`config.mk`:
```
export PLATFORM = sky130hd
export DESIGN_NAME = lzx_ctrl
export DESIGN_NICKNAME = d
export VERILOG_FILES = /design/src/hw/rtl/lzx_pkg.sv /design/src/hw/rtl/lzx_ctrl.sv
export SDC_FILE = /design/constraint.sdc
export NUM_CORES = 1
export LEC_CHECK = 0
export BUFFER_PORTS_ARGS = -buffer_cell sky130_fd_sc_hd__buf_2
export CAP_MARGIN = 0
export CORE_AREA = 2 2 39 41
export CTS_BUF_LIST = sky130_fd_sc_hd__clkbuf_4 sky130_fd_sc_hd__clkbuf_8
export DETAILED_ROUTE_END_ITERATION = 16
export DIE_AREA = 0 0 41 43
export SETUP_SLACK_MARGIN = 0.15
export SYNTH_ARGS = -nofsm -noshare
export SYNTH_HDL_FRONTEND = slang
export SYNTH_SLANG_ARGS = --single-unit
```
`constraint.sdc`:
```
create_clock -name clock -period 1.2 [get_ports clock]
set_input_delay 0.24 -clock clock [delete_from_list [all_inputs] [get_ports clock]]
set_output_delay 0.24 -clock clock [all_outputs]
set_load 0.02 [all_outputs]
```
`src/hw/rtl/lzx_pkg.sv`:
```
package lzx_pkg;

   localparam int unsigned WindowSizeDefault     = 32768;
   localparam int unsigned BytesPerResultDefault = 8;
   localparam int unsigned MaxMatchLength        = 383;
   localparam int unsigned MaxResults            = 48;

   localparam int unsigned LenWidth   = 9;
   localparam int unsigned DistWidth  = 16;
   localparam int unsigned OutWidth   = 64;
   localparam int unsigned CountWidth = 4;

   localparam logic KindLiteral = 1'b0;
   localparam logic KindMatch   = 1'b1;

   typedef enum logic [2:0] {
      ST_IDLE,
      ST_READ,
      ST_COPY,
      ST_EMIT
   } state_type;

   // controller to datapath
   typedef struct packed {
      logic load;      // capture the accepted item
      logic rd_issue;  // present source address to memory
      logic copy;      // take read byte, write it, pack it
      logic emit;      // move packed word into output register
   } cmd_type;

   // datapath to controller
   typedef struct packed {
      logic is_literal;
      logic is_empty;   // match of length zero
      logic word_full;  // word holds a full set of bytes or run is done
      logic run_done;   // no bytes left to copy
      logic out_busy;   // output register still holds an item
   } status_type;

endpackage

```
`src/hw/rtl/lzx_ctrl.sv`:
```
module lzx_ctrl (
   input  logic                  clock,
   input  logic                  reset,
   input  logic                  req_valid,
   output logic                  req_ready,
   input  lzx_pkg::status_type   status,
   output lzx_pkg::cmd_type      cmd
);
   lzx_pkg::state_type state_ff, state_in;

   always_ff @(posedge clock) begin
      if (reset) begin
         state_ff <= lzx_pkg::ST_IDLE;
      end else begin
         state_ff <= state_in;
      end
   end

   // next state
   always_comb begin
      state_in = state_ff;
      case (state_ff)
         lzx_pkg::ST_IDLE: begin
            if (req_valid) begin
               state_in = lzx_pkg::ST_READ;
            end
         end
         lzx_pkg::ST_READ: begin
            if (status.is_literal) begin
               state_in = lzx_pkg::ST_EMIT;
            end else if (status.is_empty) begin
               state_in = lzx_pkg::ST_IDLE;
            end else begin
               state_in = lzx_pkg::ST_COPY;
            end
         end
         lzx_pkg::ST_COPY: begin
            if (status.word_full) begin
               state_in = lzx_pkg::ST_EMIT;
            end else begin
               state_in = lzx_pkg::ST_READ;
            end
         end
         lzx_pkg::ST_EMIT: begin
            if (!status.out_busy) begin
               state_in = status.run_done ? lzx_pkg::ST_IDLE : lzx_pkg::ST_READ;
            end
         end
         default: state_in = lzx_pkg::ST_IDLE;
      endcase
   end

   // outputs
   always_comb begin
      cmd       = '0;
      req_ready = 1'b0;
      case (state_ff)
         lzx_pkg::ST_IDLE: begin
            req_ready = 1'b1;
            cmd.load  = req_valid;
         end
         lzx_pkg::ST_READ: begin
            cmd.rd_issue = 1'b1;
         end
         lzx_pkg::ST_COPY: begin
            cmd.copy = 1'b1;
         end
         lzx_pkg::ST_EMIT: begin
            cmd.emit = !status.out_busy;
         end
         default: cmd = '0;
      endcase
   end
endmodule

```
==> metrics.txt, run 1 <==
outcome completed; Final ANT Viol Nets 0; MaxCap Viol Count 0; RR Startpoint state_ff[0]$_SDFFE_PP0P_; drt pass-1 iters 4; crit end category primary output; CP Data Arrival Time 0.91 ns; mean area per synthesized cell 8.41 µm²; setup_tns 0 ns; clock skew 0.00238 ns; Top reg by flops state_ff; cell chain of the critical path nor2_4 -> and2_4 -> buf_6; Slew Limit Fails 0; synthesis-to-finish area growth 95.9%; Worst Tran Pin Value 0.182 ns; Inst Count DP 46; CTS Buffer Depth 2; core area 1380 µm²; CTS Sinks 2; adder-cell share of the synthesized area 0%; area share of and/or/nand/nor cells after synthesis 35.5%; RSZ-0062 raised after global routing yes; number of flops mapped to enable cells by yosys 0; Residual DRC 0; largest family of logic cells by synthesized area simple AND/OR/NAND/NOR gates; Vias 184; Max stage delay on crit path 0.35 ns; top flop regs state_ff: 2 flops; # port buffers 12; DIE WIDTH 41 µm; global-route wire length before repair 759 µm; # diodes 0; Synth Cell Area 151 µm²; Initial Util 10.9%; Placement Setup Slack 0.0849 ns; top-area cell type share of the netlist area 26.4%; Worst EP required 0.96 ns; fmax 0.873 GHz; gpl congestion 0.681; Detail Placement HPWL 333 µm; Async SR Flop Fraction 0%; vias in the first global route 188; WHS 0.210 ns; H-tree depth 1; # nets final 45; DR WL/cell 8.51 µm; Post-synth top cells nor2_1 (4), dfxtp_1 (2), nor2b_1 (2); initial antenna violation count 0; leading cell types by total area after synthesis dfxtp_1 (26%), mux2_4 (9.9%), nor2_1 (9.9%), nor2b_1 (8.3%), buf_6 (7.4%); Leak 0.144 nW; PwrDens 1120 nW/µm²; CP startpoint state_ff[0]$_SDFFE_PP0P_; area of the die 1760 µm²; CTS Buf Count 3; GRT overflow 0; drt total wl 434 µm; hold path start reset; mux share of post-synthesis cell area 16.5%; Synth Area in Compound Gates 11.6%; Finished Layout Cells 51; Worst slew margin 87.8%; CTS tree done; HP Class primary input to flop; clock tree root driver cell clkbuf_4; CP Class flop to primary output; vias per cell 3.61; period utilization 95.5%; Syn Nets 26; count leader, synth nor2_1; Fin. Hold Viols 0; Synth warnings 0; Synth Instances 18; dominant synthesized flop cell dfxtp_1; flops & latches, synth 2; Die Y 43 µm; xor/xnor cell area share of the yosys netlist 0%; fin worst setup slack 0.0546 ns; register area share after synthesis 26.4%; VDD IR-drop max 0.000311 V; final setup fails 0; post-synth cell types 13; Rows 14; total global-route track usage 6.71%; DRT iter0 DRCs 5; CP max stage cell dfxtp_4; Critical Path Fanout Max 6; # IOs 13; startpoint types flop; Tmin final 1.15 ns; Clock Latency Late Sink 0.22 ns; max reg flops 2; Worst-path clk slew 0.03 ns; share of cells above drive strength 1 68.6%; area leader, netlist dfxtp_1; pin count of the biggest net entering global routing 8
==> cell usage in the layout (no fill, tap or decap) <==
master    n
nand2_1   1
nor2_4    1
and4b_1   1
nor2_1    3
dfxtp_4   2
inv_2     1
mux2_4    1
and2_4    1
a211oi_1  1
a32o_1    1
clkbuf_4  3
buf_4     6
buf_2     8
buf_6     1
nor2b_1   2
mux2i_1   1
nand2b_1  1
==> kinds of logic (layout without fill, tap and decap cells) <==
family / count (synthesis) / count (layout)
flip-flops: 2 / 2
buffers and inverters: 2 / 19
AND/OR/NAND/NOR: 10 / 10
multiplexers: 2 / 2
AO/OA/AOI/OAI: 2 / 2
==> per-stage QoR <==
| stage | power, mW | instance area (µm²) | utilization [%] |
|---|---|---|---|
| after global placement | 0.172 | 236 | 17.1 |
| after detailed placement | 0.172 | 236 | 17.1 |
| final | 0.333 | 297 | 21.4 |
| after CTS | 0.343 | 297 | 21.4 |
| after global routing | 0.356 | 297 | 21.4 |
| after floorplan | 0.143 | 160 | - |
==> routing by layer <==
layer  GRT usage (%)  wire length (µm)  vias to the layer above  share of wire (%)
met2            7.50               192                       13                 44
met4            8.00                 0                        0                  0
met1            8.60               189                       75                 44
met5               0                 0                        -                  0
met3            2.09                52                        0                 12
li1                -                 -                       96                  -
==> worst max-delay path, delay by kind of cell (launching register included) <==
kind	cells	cell delay, ns
simple gates	2	0.23
flops	1	0.35
buf+inv	1	0.10
==> repair_timing <==
action / CTS / global route
setup endpoints to repair: 6 / 6
hold buffers: 0 / 0
buffers inserted: 2 / 0
gates resized for setup: 11 / 0
pin swaps: 5 / 2
==> area by class of cell <==
type / instances / area, µm²
timing repair buffer: 15 / 96.3
multi-input combinational: 14 / 106
inverter: 1 / 3.75
tap: 16 / 20.0
clock buffer: 3 / 22.5
fill: 159 / 1090
sequential: 2 / 47.5
==> where the power goes <==
group | switching (mW) | total [mW] | leakage [nW] | internal (mW)
clock | 0.0319 | 0.142 | 0.0138 | 0.110
sequential | 0.0123 | 0.0856 | 0.0178 | 0.0733
combinational | 0.0457 | 0.106 | 0.113 | 0.0603
==> worst paths after layout <==
check                                  end  slack, ns  depth (start not counted)
setup / recovery                    cmd[3]       0.05                          3
setup reg to reg  state_ff[1]$_SDFFE_PP0P_       0.10                          3
hold / removal    state_ff[0]$_SDFFE_PP0P_       0.21                          2
hold reg to reg   state_ff[0]$_SDFFE_PP0P_       0.61                          3
(Power assumes the default switching activity.)
==> run 2: changes to the inputs <==
--- a/config.mk
+++ b/config.mk
@@ -11,6 +11,7 @@
 export CTS_BUF_LIST = sky130_fd_sc_hd__clkbuf_4 sky130_fd_sc_hd__clkbuf_8
 export DETAILED_ROUTE_END_ITERATION = 16
 export DIE_AREA = 0 0 41 43
+export RECOVER_POWER = 100
 export SETUP_SLACK_MARGIN = 0.15
 export SYNTH_ARGS = -nofsm -noshare
 export SYNTH_HDL_FRONTEND = slang
==> run 2 against run 1 <==
  * Via count unchanged
  * Non-clock buffer count did not move
  * Combinational power fell by 6%
==> metrics.txt, run 2 (synthesized netlist as in run 1, its figures left out) <==
outcome completed; CTS Buffer Depth 2 (unchanged); area of the die 1760 µm² (unchanged); HP Class primary input to flop; WHS 0.210 ns (unchanged); PwrDens 1140 nW/µm² (+1.2%); fmax 0.872 GHz (-0.16%); clock skew 0.00238 ns (unchanged); CP Data Arrival Time 0.91 ns (about the same); DRT met1 WL 188 µm (-0.53%); Clock Latency Late Sink 0.22 ns (about the same); hold path start reset; Inst Count DP 46 (unchanged); register area 47.5 µm² (unchanged); Leak 0.139 nW (-3.8%); RR Startpoint state_ff[0]$_SDFFE_PP0P_; RSZ-0062 raised after global routing yes; drt pass-1 iters 4 (unchanged); Critical Path Fanout Max 7 (+1); most common cell after layout, fill and taps aside buf_2; fin worst setup slack 0.0527 ns (-0.00189 ns); # nets final 45 (unchanged); Power, Total 0.327 mW (-1.8%); CTS Sinks 2 (unchanged); clock tree root driver cell clkbuf_4; Finished Layout Cells 51 (unchanged); cts hold-fix bufs 0 (unchanged); synthesis-to-finish area growth 90.1%; Final ANT Viol Nets 0 (unchanged); DIE WIDTH 41 µm (unchanged); routed wl met3 52 µm (unchanged); GRT overflow 0 (unchanged); startpoint types flop; # diodes 0 (unchanged); final setup fails 0 (unchanged); Slew Limit Fails 0 (unchanged); Post-Layout Inst Area 288 µm² (-3.0%); Vias 184 (unchanged); placed instance area 236 µm² (unchanged); core area 1380 µm² (unchanged); Detail Placement HPWL 333 µm (unchanged); setup_tns 0 ns (unchanged); fillcell total 160 (+0.63%); max reg flops 2 (unchanged); MaxCap Viol Count 0 (unchanged); total global-route track usage 6.71% (unchanged); CP startpoint state_ff[1]$_SDFFE_PP0P_; Final Util 20.8% (-0.63 points); global-route wire length before repair 759 µm (unchanged); # port buffers 12 (unchanged); Multi-input gate area 106 µm² (unchanged); Max stage delay on crit path 0.38 ns (+0.03 ns); vias per cell 3.61 (unchanged); met2 routed WL 192 µm (unchanged); Worst-path clk slew 0.03 ns (about the same); # IOs 13 (unchanged); most frequent cells in the layout buf_2 (8), nor2_1 (3), clkbuf_4 (3), buf_4 (3); VDD IR-drop max 0.000303 V (-2.6%); drt total wl 432 µm (-0.46%); CTS tree done; crit end category primary output; gpl congestion 0.681 (unchanged); Rows 14 (unchanged); Fin. Hold Viols 0 (unchanged); Worst EP required 0.96 ns (about the same); Tmin final 1.15 ns (+0.00189 ns); Worst Tran Pin Value 0.182 ns (unchanged); CTS Buf Count 3 (unchanged); top flop regs state_ff: 2 flops; cell chain of the critical path inv_2 -> nor2_1 -> clkbuf_2; Residual DRC 0 (unchanged); pin count of the biggest net entering global routing 8 (unchanged); Placement Setup Slack 0.0849 ns (unchanged); vias in the first global route 188 (unchanged); CP max stage cell dfxtp_4; Initial Util 10.9% (unchanged); max layer used met3; period utilization 95.6% (+0.16 points); CP Class flop to primary output; DRT iter0 DRCs 5 (unchanged); Worst slew margin 87.8% (unchanged); DR WL/cell 8.47 µm (-0.46%); initial antenna violation count 0 (unchanged); H-tree depth 1 (unchanged); Top reg by flops state_ff; Die Y 43 µm (unchanged); share of cells above drive strength 1 65.7% (-2.9 points)
-- run 2: cell types whose count changed in the layout (fill, tap and decap cells not counted), sizes merged --
cell / previous run / this run
clkbuf: 3 / 6
buf: 15 / 12
-- run 2: worst max-delay path, delay by kind of cell (launching register included) --
family | cells | cell delay, ns
buffers and inverters | 2 | 0.22
flip-flops | 1 | 0.38
AND/OR/NAND/NOR | 1 | 0.09
-- run 2: final cells by class --
class / instances / share of cell area, %
Multi-Input combinational cell: 14 / 37.0
Clock buffer: 3 / 7.83
Inverter: 1 / 1.30
Sequential cell: 2 / 16.5
Tap cell: 16 / 6.96
Timing Repair Buffer: 15 / 30.4
-- run 2: power by group --
group	total, mW	internal, mW	leakage (nW)	switching [mW]
Sequential	0.0855	0.0733	0.0178	0.0122
Clock	0.142	0.110	0.0138	0.0319
Combinational	0.100	0.0545	0.107	0.0457
Total	0.327	0.238	0.139	0.0897
-- run 2: layer usage --
layer / global-route usage (%) / up-vias
li1: - / 96
met1: 8.60 / 75
met2: 7.50 / 13
met3: 2.09 / 0
met4: 8.00 / 0
met5: 0 / -
-- run 2: path summary, 6_finish.rpt --
check                                           endpoint  slack, ns  cells after the start
worst min register to register  state_ff[0]$_SDFFE_PP0P_       0.61                      3
worst max register to register  state_ff[1]$_SDFFE_PP0P_       0.07                      3
worst min-delay path            state_ff[0]$_SDFFE_PP0P_       0.21                      2
worst max-delay path                              cmd[1]       0.05                      3
-- run 2: timing repair --
| action | 4_1_cts | 5_1_grt |
|---|---|---|
| buffers inserted | 2 | 0 |
| setup endpoints to repair | 6 | 6 |
| gates resized for setup | 11 | 0 |
| pin swaps | 5 | 2 |
